`config.mk`:
```
export PLATFORM = sky130hd
export DESIGN_NAME = line_pixel_rasterizer
export DESIGN_NICKNAME = d
export VERILOG_FILES = /design/src/hdl/lpr_pkg.sv /design/src/hdl/lpr_divider.sv /design/src/hdl/line_pixel_rasterizer.sv
export SDC_FILE = /design/constraint.sdc
export NUM_CORES = 1
export LEC_CHECK = 0
export ABC_AREA = 0
export ABC_CLOCK_PERIOD_IN_PS = 8900
export BUFFER_PORTS_ARGS = -buffer_cell sky130_fd_sc_hd__buf_4
export CORE_ASPECT_RATIO = 2
export CORE_UTILIZATION = 57
export DETAILED_ROUTE_END_ITERATION = 16
export GPL_TIMING_DRIVEN = 1
export PLACE_DENSITY = 0.79
export SLEW_MARGIN = 10
export SYNTH_ARGS = -nofsm -noshare
export SYNTH_HDL_FRONTEND = slang
export SYNTH_SLANG_ARGS = --single-unit
```
`constraint.sdc`:
```
create_clock -name clock -period 8.9 [get_ports clock]
set_input_delay 0.89 -clock clock [delete_from_list [all_inputs] [get_ports clock]]
set_output_delay 0.89 -clock clock [all_outputs]
set_load 0.01 [all_outputs]
```
`src/hdl/lpr_pkg.sv`:
```
// ----------------------------------------------------------------------------
// lpr_pkg: shared types and constants of the line pixel rasterizer
// Holds the sequencer states, draw modes, item kinds, register map and the
// fixed field widths used by the rasterizer and its divider.
// ----------------------------------------------------------------------------
package lpr_pkg;

   // Fixed field widths.
   localparam int ORIGIN_BITS   = 12;
   localparam int COLOR_BITS    = 24;
   localparam int PIXEL_BITS    = 14;
   localparam int RSP_DATA_BITS = 56;
   localparam int CSR_ADDR_BITS = 3;
   localparam int CSR_DATA_BITS = 32;

   // Reset values of the configuration registers.
   localparam logic [ORIGIN_BITS-1:0] ORIGIN_X_RESET = 12'd10;
   localparam logic [ORIGIN_BITS-1:0] ORIGIN_Y_RESET = 12'd480;

   // Register indexes; a register sits at byte address 4 * index.
   localparam logic REG_ORIGIN_X = 1'b0;
   localparam logic REG_ORIGIN_Y = 1'b1;

   // Item kinds carried on tuser.
   localparam logic KIND_LOAD = 1'b0;
   localparam logic KIND_STEP = 1'b1;

   typedef enum logic [1:0] {
      MODE_POINT = 2'd0,
      MODE_HORIZ = 2'd1,
      MODE_VERT  = 2'd2,
      MODE_SLANT = 2'd3
   } mode_type;

   typedef enum logic [2:0] {
      ST_IDLE,
      ST_MUL_A,
      ST_MUL_B,
      ST_SUM,
      ST_DIV_GO,
      ST_DIV,
      ST_EMIT
   } state_type;

   // Status of the shared divider as seen by the sequencer.
   typedef struct packed {
      logic busy;
      logic done;
   } div_status_type;

endpackage

```
`src/hdl/lpr_divider.sv`:
```
// ----------------------------------------------------------------------------
// lpr_divider: iterative signed divider, one quotient bit per cycle
// Divides magnitudes by restoring subtraction against a shifted divisor and
// applies the sign at the end, so the quotient truncates toward zero. The
// caller guarantees that the quotient magnitude fits in QUO_BITS bits.
// ----------------------------------------------------------------------------
module lpr_divider #(
   parameter int NUM_BITS = 29,
   parameter int DEN_BITS = 14,
   parameter int QUO_BITS = 13
) (
   input  logic                          clock,
   input  logic                          reset,
   input  logic                          start,
   input  logic signed [NUM_BITS-1:0]    num,
   input  logic signed [DEN_BITS-1:0]    den,
   output lpr_pkg::div_status_type       status,
   output logic signed [QUO_BITS:0]      quo
);
   import lpr_pkg::*;

   localparam int SH_BITS  = DEN_BITS + QUO_BITS;
   localparam int CMP_BITS = (NUM_BITS > SH_BITS) ? NUM_BITS : SH_BITS;
   localparam int CNT_BITS = $clog2(QUO_BITS + 1);

   logic [CMP_BITS-1:0] rem_ff, rem_in;
   logic [CMP_BITS-1:0] dsh_ff, dsh_in;
   logic [QUO_BITS-1:0] quo_ff, quo_in;
   logic [CNT_BITS-1:0] cnt_ff, cnt_in;
   logic                busy_ff, busy_in;
   logic                done_ff, done_in;
   logic                neg_ff, neg_in;

   logic [NUM_BITS-1:0] num_abs;
   logic [DEN_BITS-1:0] den_abs;
   logic [QUO_BITS:0]   quo_mag;

   assign num_abs = num[NUM_BITS-1] ? NUM_BITS'(-num) : NUM_BITS'(num);
   assign den_abs = den[DEN_BITS-1] ? DEN_BITS'(-den) : DEN_BITS'(den);

   always_comb begin
      rem_in  = rem_ff;
      dsh_in  = dsh_ff;
      quo_in  = quo_ff;
      cnt_in  = cnt_ff;
      busy_in = busy_ff;
      done_in = 1'b0;
      neg_in  = neg_ff;
      if (start) begin
         rem_in  = CMP_BITS'(num_abs);
         dsh_in  = CMP_BITS'(den_abs) << (QUO_BITS - 1);
         quo_in  = '0;
         cnt_in  = CNT_BITS'(QUO_BITS);
         busy_in = 1'b1;
         neg_in  = num[NUM_BITS-1] ^ den[DEN_BITS-1];
      end else if (busy_ff) begin
         if (rem_ff >= dsh_ff) begin
            rem_in = rem_ff - dsh_ff;
            quo_in = {quo_ff[QUO_BITS-2:0], 1'b1};
         end else begin
            quo_in = {quo_ff[QUO_BITS-2:0], 1'b0};
         end
         dsh_in = dsh_ff >> 1;
         cnt_in = cnt_ff - CNT_BITS'(1);
         if (cnt_ff == CNT_BITS'(1)) begin
            busy_in = 1'b0;
            done_in = 1'b1;
         end
      end
   end

   always_ff @(posedge clock) begin
      if (reset) begin
         busy_ff <= 1'b0;
         done_ff <= 1'b0;
      end else begin
         busy_ff <= busy_in;
         done_ff <= done_in;
      end
      rem_ff <= rem_in;
      dsh_ff <= dsh_in;
      quo_ff <= quo_in;
      cnt_ff <= cnt_in;
      neg_ff <= neg_in;
   end

   assign quo_mag     = {1'b0, quo_ff};
   assign quo         = neg_ff ? (~quo_mag + 1'b1) : quo_mag;
   assign status.busy = busy_ff;
   assign status.done = done_ff;

endmodule

```
`src/hdl/line_pixel_rasterizer.sv`:
```
// ----------------------------------------------------------------------------
// line_pixel_rasterizer: naive slope line rasterizer, one pixel per step item
// Loads two endpoints and a color, moves them into screen space and emits
// one pixel per step item while a line is pending, with a last flag on the final pixel.
// ----------------------------------------------------------------------------
// A load item is taken without leaving idle and gives no result. A step on a
// point, horizontal or vertical line goes through the emit state, which waits
// while the output register is full, and its pixel is offered as the sequencer
// returns to idle and can take the next item. A step on a slanted line runs the
// shared multiplier twice and the shared divider over CW - 1 quotient bits
// (CW = max(COORD_BITS, 12) + 2) before it is emitted. Reset is synchronous and
// clears the sequencer, the pending line and the output, and returns the origins to 10 and 480.
// ----------------------------------------------------------------------------
module line_pixel_rasterizer #(
   parameter int COORD_BITS = 12
) (
   input  logic clock,
   input  logic reset,

   // Input items.
   input  logic req_tvalid,
   output logic req_tready,
   // tdata, low to high: start_x, start_y, end_x, end_y, color_rgb, zero pad.
   input  logic [((4*COORD_BITS + lpr_pkg::COLOR_BITS + 7) / 8) * 8 - 1:0] req_tdata,
   // tuser: kind (0 loads a line, 1 asks for the next pixel).
   input  logic req_tuser,

   // Result items.
   output logic rsp_tvalid,
   input  logic rsp_tready,
   // tdata, low to high: pixel_x, pixel_y, pixel_color, zero pad.
   output logic [lpr_pkg::RSP_DATA_BITS-1:0] rsp_tdata,
   output logic rsp_tlast,

   // Configuration registers.
   input  logic                               csr_psel,
   input  logic                               csr_penable,
   input  logic                               csr_pwrite,
   input  logic [lpr_pkg::CSR_ADDR_BITS-1:0]  csr_paddr,
   input  logic [lpr_pkg::CSR_DATA_BITS-1:0]  csr_pwdata,
   output logic [lpr_pkg::CSR_DATA_BITS-1:0]  csr_prdata,
   output logic                               csr_pready
);
   import lpr_pkg::*;

   // Internal coordinate width: holds every screen coordinate and span.
   localparam int CW = ((COORD_BITS > ORIGIN_BITS) ? COORD_BITS : ORIGIN_BITS) + 2;
   // Width of the slope numerator y1*dx + dy*(x - x1).
   localparam int NW = 2 * CW + 1;
   localparam int PAD_BITS = RSP_DATA_BITS - 2 * PIXEL_BITS - COLOR_BITS;

   // ---------------------------------------------------------------------
   // Field unpacking
   // ---------------------------------------------------------------------
   logic signed [COORD_BITS-1:0] in_start_x, in_start_y, in_end_x, in_end_y;
   logic [COLOR_BITS-1:0]        in_color;

   assign in_start_x = req_tdata[0*COORD_BITS +: COORD_BITS];
   assign in_start_y = req_tdata[1*COORD_BITS +: COORD_BITS];
   assign in_end_x   = req_tdata[2*COORD_BITS +: COORD_BITS];
   assign in_end_y   = req_tdata[3*COORD_BITS +: COORD_BITS];
   assign in_color   = req_tdata[4*COORD_BITS +: COLOR_BITS];

   // ---------------------------------------------------------------------
   // Registers
   // ---------------------------------------------------------------------
   logic [ORIGIN_BITS-1:0] origin_x_ff, origin_x_in;
   logic [ORIGIN_BITS-1:0] origin_y_ff, origin_y_in;

   state_type state_ff, state_in;

   logic                 line_active_ff, line_active_in;
   mode_type             draw_mode_ff, draw_mode_in;
   logic signed [CW-1:0] walk_pos_ff, walk_pos_in;
   logic signed [CW-1:0] walk_end_ff, walk_end_in;
   logic signed [CW-1:0] anchor_x_ff, anchor_x_in;
   logic signed [CW-1:0] anchor_y_ff, anchor_y_in;
   logic signed [CW-1:0] delta_x_ff, delta_x_in;
   logic signed [CW-1:0] delta_y_ff, delta_y_in;
   logic [COLOR_BITS-1:0] line_color_ff, line_color_in;

   logic signed [2*CW-1:0] prod_ff, prod_in;
   logic signed [NW-1:0]   acc_ff, acc_in;

   logic [PIXEL_BITS-1:0] res_x_ff, res_x_in;
   logic [PIXEL_BITS-1:0] res_y_ff, res_y_in;
   logic                  res_last_ff, res_last_in;

   logic                     rsp_tvalid_ff, rsp_tvalid_in;
   logic [RSP_DATA_BITS-1:0] rsp_data_ff, rsp_data_in;
   logic                     rsp_last_ff, rsp_last_in;

   // ---------------------------------------------------------------------
   // Load path: move endpoints into screen space. Screen y is flipped so
   // that y grows downward from the origin_y line.
   // ---------------------------------------------------------------------
   localparam logic signed [CW-1:0] CoordOne = CW'(1);

   logic signed [CW-1:0] ld_x1, ld_y1, ld_x2, ld_y2, ld_dx, ld_dy;
   logic signed [CW-1:0] ld_xmin, ld_xmax, ld_ymin, ld_ymax;

   assign ld_x1 = CW'(in_start_x) + $signed(CW'(origin_x_ff));
   assign ld_x2 = CW'(in_end_x) + $signed(CW'(origin_x_ff));
   assign ld_y1 = $signed(CW'(origin_y_ff)) - CW'(in_start_y) + CoordOne;
   assign ld_y2 = $signed(CW'(origin_y_ff)) - CW'(in_end_y) + CoordOne;
   assign ld_dx = ld_x2 - ld_x1;
   assign ld_dy = ld_y2 - ld_y1;
   assign ld_xmin = (ld_x1 < ld_x2) ? ld_x1 : ld_x2;
   assign ld_xmax = (ld_x1 < ld_x2) ? ld_x2 : ld_x1;
   assign ld_ymin = (ld_y1 < ld_y2) ? ld_y1 : ld_y2;
   assign ld_ymax = (ld_y1 < ld_y2) ? ld_y2 : ld_y1;

   // ---------------------------------------------------------------------
   // Shared multiplier. The sequencer feeds it y1*dx first and then
   // dy*(x - x1); its product is always registered before use.
   // ---------------------------------------------------------------------
   logic signed [CW-1:0] mul_a, mul_b, walk_off;

   assign walk_off = walk_pos_ff - anchor_x_ff;

   always_comb begin
      mul_a = anchor_y_ff;
      mul_b = delta_x_ff;
      if (state_ff == ST_MUL_B) begin
         mul_a = delta_y_ff;
         mul_b = walk_off;
      end
   end

   assign prod_in = mul_a * mul_b;

   // ---------------------------------------------------------------------
   // Shared divider: numerator / dx, truncated toward zero. The screen y of
   // a slanted line lies between its endpoints, so CW - 1 quotient bits do.
   // ---------------------------------------------------------------------
   div_status_type       div_status;
   logic signed [CW-1:0] div_quo;
   logic                 div_start;

   assign div_start = (state_ff == ST_DIV_GO);

   lpr_divider #(
      .NUM_BITS (NW),
      .DEN_BITS (CW),
      .QUO_BITS (CW - 1)
   ) u_divider (
      .clock  (clock),
      .reset  (reset),
      .start  (div_start),
      .num    (acc_ff),
      .den    (delta_x_ff),
      .status (div_status),
      .quo    (div_quo)
   );

   // ---------------------------------------------------------------------
   // Configuration port. Only address bit 2 selects the register; the low
   // two bits pick a byte within the word and are ignored.
   // ---------------------------------------------------------------------
   logic csr_write;

   assign csr_pready = 1'b1;
   assign csr_write  = csr_psel && csr_penable && csr_pwrite && csr_pready;

   always_comb begin
      case (csr_paddr[2])
         REG_ORIGIN_X: csr_prdata = CSR_DATA_BITS'(origin_x_ff);
         REG_ORIGIN_Y: csr_prdata = CSR_DATA_BITS'(origin_y_ff);
         default:      csr_prdata = '0;
      endcase
   end

   // ---------------------------------------------------------------------
   // Sequencer
   // ---------------------------------------------------------------------
   logic req_fire;
   logic walk_last;
   logic emit_fire;

   assign req_tready = (state_ff == ST_IDLE);
   assign req_fire   = req_tvalid && req_tready;
   // A point is always its own last pixel; a run ends at its far end.
   assign walk_last  = (draw_mode_ff == MODE_POINT) || (walk_pos_ff >= walk_end_ff);
   // The output register takes a new item when empty or being drained.
   assign emit_fire  = (state_ff == ST_EMIT) && (!rsp_tvalid_ff || rsp_tready);

   always_comb begin
      origin_x_in    = origin_x_ff;
      origin_y_in    = origin_y_ff;
      state_in       = state_ff;
      line_active_in = line_active_ff;
      draw_mode_in   = draw_mode_ff;
      walk_pos_in    = walk_pos_ff;
      walk_end_in    = walk_end_ff;
      anchor_x_in    = anchor_x_ff;
      anchor_y_in    = anchor_y_ff;
      delta_x_in     = delta_x_ff;
      delta_y_in     = delta_y_ff;
      line_color_in  = line_color_ff;
      acc_in         = acc_ff;
      res_x_in       = res_x_ff;
      res_y_in       = res_y_ff;
      res_last_in    = res_last_ff;
      rsp_tvalid_in  = rsp_tvalid_ff && !rsp_tready;
      rsp_data_in    = rsp_data_ff;
      rsp_last_in    = rsp_last_ff;

      if (csr_write) begin
         case (csr_paddr[2])
            REG_ORIGIN_X: origin_x_in = csr_pwdata[ORIGIN_BITS-1:0];
            REG_ORIGIN_Y: origin_y_in = csr_pwdata[ORIGIN_BITS-1:0];
            default: ;
         endcase
      end

      case (state_ff)
         ST_IDLE: begin
            if (req_fire && (req_tuser == KIND_LOAD)) begin
               // A load replaces any line still pending.
               line_active_in = 1'b1;
               anchor_x_in    = ld_x1;
               anchor_y_in    = ld_y1;
               delta_x_in     = ld_dx;
               delta_y_in     = ld_dy;
               line_color_in  = in_color;
               if ((ld_dx != '0) && (ld_dy != '0)) begin
                  draw_mode_in = MODE_SLANT;
                  walk_pos_in  = ld_xmin;
                  walk_end_in  = ld_xmax;
               end else if (ld_dx != '0) begin
                  draw_mode_in = MODE_HORIZ;
                  walk_pos_in  = ld_xmin;
                  walk_end_in  = ld_xmax;
               end else if (ld_dy != '0) begin
                  draw_mode_in = MODE_VERT;
                  walk_pos_in  = ld_ymin;
                  walk_end_in  = ld_ymax;
               end else begin
                  draw_mode_in = MODE_POINT;
                  walk_pos_in  = '0;
                  walk_end_in  = '0;
               end
            end else if (req_fire && line_active_ff) begin
               // A step with no line pending falls through and gives nothing.
               res_last_in = walk_last;
               case (draw_mode_ff)
                  MODE_HORIZ: begin
                     res_x_in = walk_pos_ff[PIXEL_BITS-1:0];
                     res_y_in = anchor_y_ff[PIXEL_BITS-1:0];
                     state_in = ST_EMIT;
                  end
                  MODE_VERT: begin
                     res_x_in = anchor_x_ff[PIXEL_BITS-1:0];
                     res_y_in = walk_pos_ff[PIXEL_BITS-1:0];
                     state_in = ST_EMIT;
                  end
                  MODE_SLANT: begin
                     res_x_in = walk_pos_ff[PIXEL_BITS-1:0];
                     state_in = ST_MUL_A;
                  end
                  default: begin
                     res_x_in = anchor_x_ff[PIXEL_BITS-1:0];
                     res_y_in = anchor_y_ff[PIXEL_BITS-1:0];
                     state_in = ST_EMIT;
                  end
               endcase
            end
         end
         ST_MUL_A: begin
            state_in = ST_MUL_B;
         end
         ST_MUL_B: begin
            acc_in   = NW'(prod_ff);
            state_in = ST_SUM;
         end
         ST_SUM: begin
            acc_in   = acc_ff + NW'(prod_ff);
            state_in = ST_DIV_GO;
         end
         ST_DIV_GO: begin
            state_in = ST_DIV;
         end
         ST_DIV: begin
            if (div_status.done) begin
               res_y_in = div_quo[PIXEL_BITS-1:0];
               state_in = ST_EMIT;
            end
         end
         ST_EMIT: begin
            if (emit_fire) begin
               rsp_tvalid_in = 1'b1;
               rsp_data_in   = {PAD_BITS'(0), line_color_ff, res_y_ff, res_x_ff};
               rsp_last_in   = res_last_ff;
               if (res_last_ff) begin
                  line_active_in = 1'b0;
               end else begin
                  walk_pos_in = walk_pos_ff + CoordOne;
               end
               state_in = ST_IDLE;
            end
         end
         default: begin
            state_in = ST_IDLE;
         end
      endcase
   end

   always_ff @(posedge clock) begin
      if (reset) begin
         state_ff       <= ST_IDLE;
         line_active_ff <= 1'b0;
         rsp_tvalid_ff  <= 1'b0;
         origin_x_ff    <= ORIGIN_X_RESET;
         origin_y_ff    <= ORIGIN_Y_RESET;
      end else begin
         state_ff       <= state_in;
         line_active_ff <= line_active_in;
         rsp_tvalid_ff  <= rsp_tvalid_in;
         origin_x_ff    <= origin_x_in;
         origin_y_ff    <= origin_y_in;
      end
      draw_mode_ff  <= draw_mode_in;
      walk_pos_ff   <= walk_pos_in;
      walk_end_ff   <= walk_end_in;
      anchor_x_ff   <= anchor_x_in;
      anchor_y_ff   <= anchor_y_in;
      delta_x_ff    <= delta_x_in;
      delta_y_ff    <= delta_y_in;
      line_color_ff <= line_color_in;
      prod_ff       <= prod_in;
      acc_ff        <= acc_in;
      res_x_ff      <= res_x_in;
      res_y_ff      <= res_y_in;
      res_last_ff   <= res_last_in;
      rsp_data_ff   <= rsp_data_in;
      rsp_last_ff   <= rsp_last_in;
   end

   assign rsp_tvalid = rsp_tvalid_ff;
   assign rsp_tdata  = rsp_data_ff;
   assign rsp_tlast  = rsp_last_ff;

   // ---------------------------------------------------------------------
   // Assertions
   // ---------------------------------------------------------------------

   // The divider is only started when it is free.
   assert property (@(posedge clock) disable iff (reset)
      div_start |-> !div_status.busy)
      else $error("divider started while busy");

   // The divider only finishes while the sequencer waits for it.
   assert property (@(posedge clock) disable iff (reset)
      div_status.done |-> (state_ff == ST_DIV))
      else $error("divider finished outside the wait state");

   // A new result only appears from the emit state.
   assert property (@(posedge clock) disable iff (reset)
      $rose(rsp_tvalid_ff) |-> $past(state_ff == ST_EMIT))
      else $error("result raised outside the emit state");

   // Handing out the last pixel ends the line.
   assert property (@(posedge clock) disable iff (reset)
      (emit_fire && res_last_ff) |=> !line_active_ff)
      else $error("line still pending after its last pixel");

endmodule
```
Word level (Yosys, flattened, before mapping)
Cells that the tools add are included.
{ "word_totals": {"register_bits": 353, "latchBits": 0, "ram_bits": 0, "rom_bits": 0, "n_memories": 0} }
{ "op_classes": {"add_sub_neg": 16, "n_mul": 1, "n_div": 0, "order_cmp": 4, "eq_ne": 18, "shifts": 0, "mux": 51, "n_bitwise": 6, "n_reduce_logical": 34} }
{ "ops": {"columns": ["cell", "n"], "rows": [
  ["14-bit 2-to-1 mux", 21],
  ["29-bit 2-to-1 mux", 4],
  ["14-bit case mux with 2 select lines", 3],
  ["32-bit case mux with 2 select lines", 1],
  ["29-bit case mux with 2 select lines", 1],
  ["26-bit 2-to-1 mux", 2],
  ["14-bit by 2-bit adder with 14-bit output (second input constant)", 3],
  ["14-bit subtractor", 3],
  ["29-bit by 28-bit adder with 29-bit output", 1],
  ["29-bit by 26-bit greater-or-equal comparator with 1-bit output", 1],
  ["29-bit negator", 1],
  ["29-bit by 26-bit subtractor with 29-bit output", 1],
  ["12-bit by 13-bit adder with 14-bit output", 2],
  ["14-bit less-than comparator", 2],
  ["14-bit by 14-bit multiplier with 28-bit output", 1],
  ["14-bit nonzero test", 2],
  ["13-bit by 12-bit subtractor with 14-bit output", 2],
  ["3-bit case mux with 7 select lines", 1],
  ["3-bit 2-to-1 mux", 5],
  ["14-bit by 1-bit adder with 14-bit output (second input constant)", 1],
  ["14-bit greater-or-equal comparator", 1],
  ["14-bit negator", 1],
  ["13-bit inverter with 14-bit output", 1],
  ["4-bit AND reduction", 3],
  ["25 further kinds", 66]
]} }

Depth between registers and ports, before layout
{ "depth": {"depth_word": 9, "depth_mapped": 34, "depth_no_buf": 33} }

By module
Synthesis repeated with hierarchy kept, for this count alone.
{ "hier_totals": {"hier_cells": 3235, "area_unflattened_um2": 30619.4} }
{ "by_module_without_submodules": {"columns": ["mod", "n_inst", "cells_each", "area_each_um2", "seq_area_each_um2"], "rows": [
  ["line_pixel_rasterizer", 1, 2534, 24683.7, 7777.5],
  ["lpr_divider", 1, 701, 5935.7, 1941.9]
]} }

Least setup slack after synthesis
Ideal clock, no wire load.
{ "synth_path": {"kind": "register to register", "from": "register state_ff[2]", "to": "register prod_ff[25]", "t_arrival_ps": 8335, "required_ps": 8828, "path_slack_ps": 493, "stages_incl_launch_ff": 25, "n_path_buf": 3, "period_less_slack_ps": 8407, "path_cell_list": "dfxtp_1 clkbuf_1 nor2b_1 nor2b_1 buf_1 clkbuf_1 mux2i_1 nor2_1 fa_1 fa_1 fa_1 fa_1 fa_1 inv_1 fa_1 inv_1 ha_1 a21o_1 a21o_1 a21oi_1 o21ai_0 a211o_1 a31o_2 a21oi_1 xnor2_1"} }
{ "synth_via": {"elab_chain_len": 3} }
{ "synth_lines": {"columns": ["item", "line_no", "text"], "rows": [
  ["start: declaration", "line_pixel_rasterizer.sv:70", "state_type state_ff, state_in;"],
  ["start signal: assignment", "line_pixel_rasterizer.sv:316", "state_ff <= state_in;"],
  ["3-bit by 2-bit == test with 1-bit output *", "line_pixel_rasterizer.sv:124", "if (state_ff == ST_MUL_B) begin"],
  ["14-bit 2-to-1 mux", "line_pixel_rasterizer.sv:124", null],
  ["14-bit by 14-bit multiplier with 28-bit output *", "line_pixel_rasterizer.sv:130", "assign prod_in = mul_a * mul_b;"],
  ["via prod_in[25]", "line_pixel_rasterizer.sv:82", "logic signed [2*CW-1:0] prod_ff, prod_in;"],
  ["end signal: assignment", "line_pixel_rasterizer.sv:330", "prod_ff <= prod_in;"],
  ["end: declaration", "line_pixel_rasterizer.sv:82", null]
]} }
The timed path passes the listed nets; every way through them passes the cells marked *.
A chain may end at the register's enable or synchronous reset.

Worst setup path after layout
{ "layout_path": {"from": "register walk_pos_ff[0]", "to": "register prod_ff[25]"} }
{ "layout_via": {"elab_chain_len": 3} }
{ "layout_lines": {"columns": ["item", "line_no", "text"], "rows": [
  ["start: declaration", "line_pixel_rasterizer.sv:74", "logic signed [CW-1:0] walk_pos_ff, walk_pos_in;"],
  ["start signal: assignment", "line_pixel_rasterizer.sv:323", "walk_pos_ff <= walk_pos_in;"],
  ["14-bit subtractor", "line_pixel_rasterizer.sv:119", "assign walk_off = walk_pos_ff - anchor_x_ff;"],
  ["14-bit 2-to-1 mux", "line_pixel_rasterizer.sv:124", null],
  ["14-bit by 14-bit multiplier with 28-bit output", "line_pixel_rasterizer.sv:130", null],
  ["via prod_in[25]", "line_pixel_rasterizer.sv:82", null]
]} }
The timed path passes the listed nets, and every way through them passes these cells.

==> results.yml <==
sta:
  tns_ns: 0
  maxSlewViolCount: 0
  hold_viol: 0
  slew-limit-headroom: 0.245
  whs_ns: 0.416
  worst_slew_pin_slew_ns: 1.13
  min_period_ns: 8.35
  period_share: 0.939
  fmax_ghz: 0.120
  setup_viol: 0
  grt_setup_unrepaired: "false"
  clock_skew_ns: 0.0388
detailed_routing:
  wl_per_cell_um: 20.7
  vias: 23700
  post-route-drc-count: 0
  viasPerCell: 5.89
  wl_um: 83500
  firstDrtPassIters: 5
  dr.first_iter.drc_count: 1315
  antenna_left: 0
cts:
  cts_buffers: 34
  clock_sinks: 353
  insertion_delay_ns: 0.57
  cts_buffer_depth: 3
  clk_pin_slew_ns: 0.08
  cts_tree: "yes"
  ctsHoldBuffers: 0
  cts_root_buf: "clkbuf_16"
  h-tree-depth: 2
  cts_resized: 0
  post_cts_buffers: 0
critical_path:
  rr_worst_depth: 32
  crit_path_frequent_cell: "fa_1"
  slowest_delay_ns: 0.56
  cpMaxStageDelayCell: "fa_1"
  critPathKind: "reg -> reg"
  crit_required_ns: 9.38
  crit_path_max_fanout: 8
  cp-end-kind: "flip-flop"
  r2r_slack_ns: 0.55
  critPathArrivalTime_ns: 8.83
  cp-start-kind: "flip-flop"
synth:
  yosysWarnings: 0
  syn_area_per_cell_um2: 9.45
  seq_area_frac_synth: 0.322
  synthCells: 3195
  ys_ff_latch: 353
  synth_ff_type: "edfxtp_1"
  synth_edf_count: 265
  synthDistinctLibCells: 75
  syn_area_um2: 30200
  async_reset_ff_frac: 0
power:
  peakVddDrop_mv: 0.680
  combPwrFrac: 0.732
  power.leakage_nw: 14.7
  swShare: 0.462
  power_mw: 14.1
  seqPwrFrac: 0.158
  powerDensity_nw_per_um2: 423
  p_clk_frac: 0.110
  internal_power_mw: 7.57
  switching_power_mw: 6.50
status:
  status: "completed"
global_routing:
  grt.total_usage: 0.318
  antenna_found_initial: 1
  grt_overflow: 0
  grt_max_degree: 69
  grt_pass1_wl_um: 128000
  grt_pass1_vias: 24600
layout:
  nets: 3916
  fillers: 4339
  area_growth_pct: 10.2
  instances_no_fill: 4032
  multiInputGateArea_um2: 18600
  drive_gt1_frac: 0.0980
  ff_latch_area_um2: 9720
floorplanning:
  die_h_um: 327
  initial_utilization: 0.576
  die_area_um2: 53900
  num_rows: 119
  die_x_um: 165
  core-area_um2: 52400
  design.portCount: 207
hold_path:
  hold_path_class: "reg -> reg"
  whs_path_depth: 0
placed_design:
  hpwlAfterDp_um: 67000
  placed_cells: 3970
  port_buffers: 159
  gp_congestion: 0.984
run:
  drv_cap: 0
kinds of logic after synthesis:
| family | Yosys count | synth area share |
|---|---|---|
| xor+xnor | 207 | 0.0601 |
| fa+ha+maj | 460 | 0.241 |
| compound gates | 592 | 0.123 |
| mux | 129 | 0.0444 |
| flops | 353 | 0.322 |
| other cells | 2 | 0.000249 |
| simple gates | 946 | 0.141 |
| buf+inv | 506 | 0.0673 |
path summary, 6_finish.rpt:
| path | end | start |
|---|---|---|
| max | prod_ff[25] | walk_pos_ff[0] |
| max reg2reg | prod_ff[25] | walk_pos_ff[0] |
| min | rsp_tdata[50] | line_color_ff[22] |
| min reg2reg | rsp_tdata[50] | line_color_ff[22] |
critical path, delay by kind of cell, from the launching register on:
| kind | cells | cell delay (ns) |
|---|---|---|
| XOR/XNOR | 2 | 0.29 |
| AO/OA/AOI/OAI | 12 | 2.57 |
| adder cells (fa/ha/maj) | 9 | 3.86 |
| AND/OR/NAND/NOR | 3 | 0.50 |
| buffers and inverters | 6 | 0.53 |
| flip-flops | 1 | 0.48 |
cells in the mapped netlist, types with 27 or more instances:
cell type | count | share of area
inv_1 | 393 | 0.049
nand2_1 | 365 | 0.045
nor2_1 | 270 | 0.034
edfxtp_1 | 265 | 0.26
ha_1 | 256 | 0.11
fa_1 | 204 | 0.14
o21ai_0 | 181 | 0.030
a21oi_1 | 157 | 0.026
xnor2_1 | 138 | 0.040
mux2i_1 | 89 | 0.030
dfxtp_1 | 88 | 0.058
clkbuf_1 | 74 | 0.0092
xor2_1 | 69 | 0.020
nand3_1 | 61 | 0.010
a21o_1 | 53 | 0.013
nor3_1 | 53 | 0.0088
mux2_2 | 40 | 0.015
nand2b_1 | 40 | 0.0083
nor2b_1 | 29 | 0.0060
or3_1 | 27 | 0.0056
sequential cells by signal, summed over array words and instances, names as in the netlist, 3 cells and up:
signal	flops
anchor_y_ff	14
rsp_tdata	52
res_y_ff	14
origin_x_ff	12
walk_pos_ff	14
origin_y_ff	12
u_divider.dsh_ff	26
walk_end_ff	14
delta_x_ff	14
res_x_ff	14
u_divider.rem_ff	29
prod_ff	28
line_color_ff	24
u_divider.cnt_ff	4
state_ff	3
u_divider.quo_ff	13
anchor_x_ff	14
acc_ff	29
delta_y_ff	14
layer usage:
metal,GRT usage,routed length (um),vias up
met5,0,5,-
met3,0.0442,3580,412
met2,0.581,43400,833
li1,-,-,11200
met4,0.348,11100,2
met1,0.275,25400,11300
stage by stage:
stage               worst slack, ns  utilization  cell area, um^2
detailed placement            0.538        0.612            32100
global route                 0.0444        0.634            33300
global placement              0.661        0.612            32100
CTS                           0.478        0.634            33200
floorplan                     0.493            -            30300
finish                        0.547        0.635            33300
layout make-up:
cell class,instances,share of cell area
Multi-Input combinational cell,2359,0.558
Sequential cell,353,0.292
Timing Repair Buffer,200,0.0451
Inverter,393,0.0444
Clock buffer,40,0.0272
Tap cell,665,0.0250
Clock inverter,21,0.00756
Antenna cell,1,0.0000752
power by group through the flow:
stage / clock network [mW] / registers, mW / logic [mW]
final: 1.54 / 2.23 / 10.3
after global routing: 1.61 / 2.24 / 11.7
after CTS: 1.56 / 2.22 / 10.3
after detailed placement: 0 / 2.26 / 10.2
after global placement: 0 / 2.26 / 9.89
after floorplan: 0 / 2.21 / 8.10
cells in the final DEF, fill, tap and decap left out, types with 53 or more instances in the layout:
master,count
a21oi_1,157
buf_4,200
xor2_1,68
mux2i_1,89
edfxtp_1,265
inv_1,392
nand2_1,364
xnor2_1,138
ha_1,256
o21ai_0,181
a21o_1,53
nor2_1,268
dfxtp_1,87
nand3_1,61
fa_1,204
No activity file was read; power rests on OpenSTA's default activity.
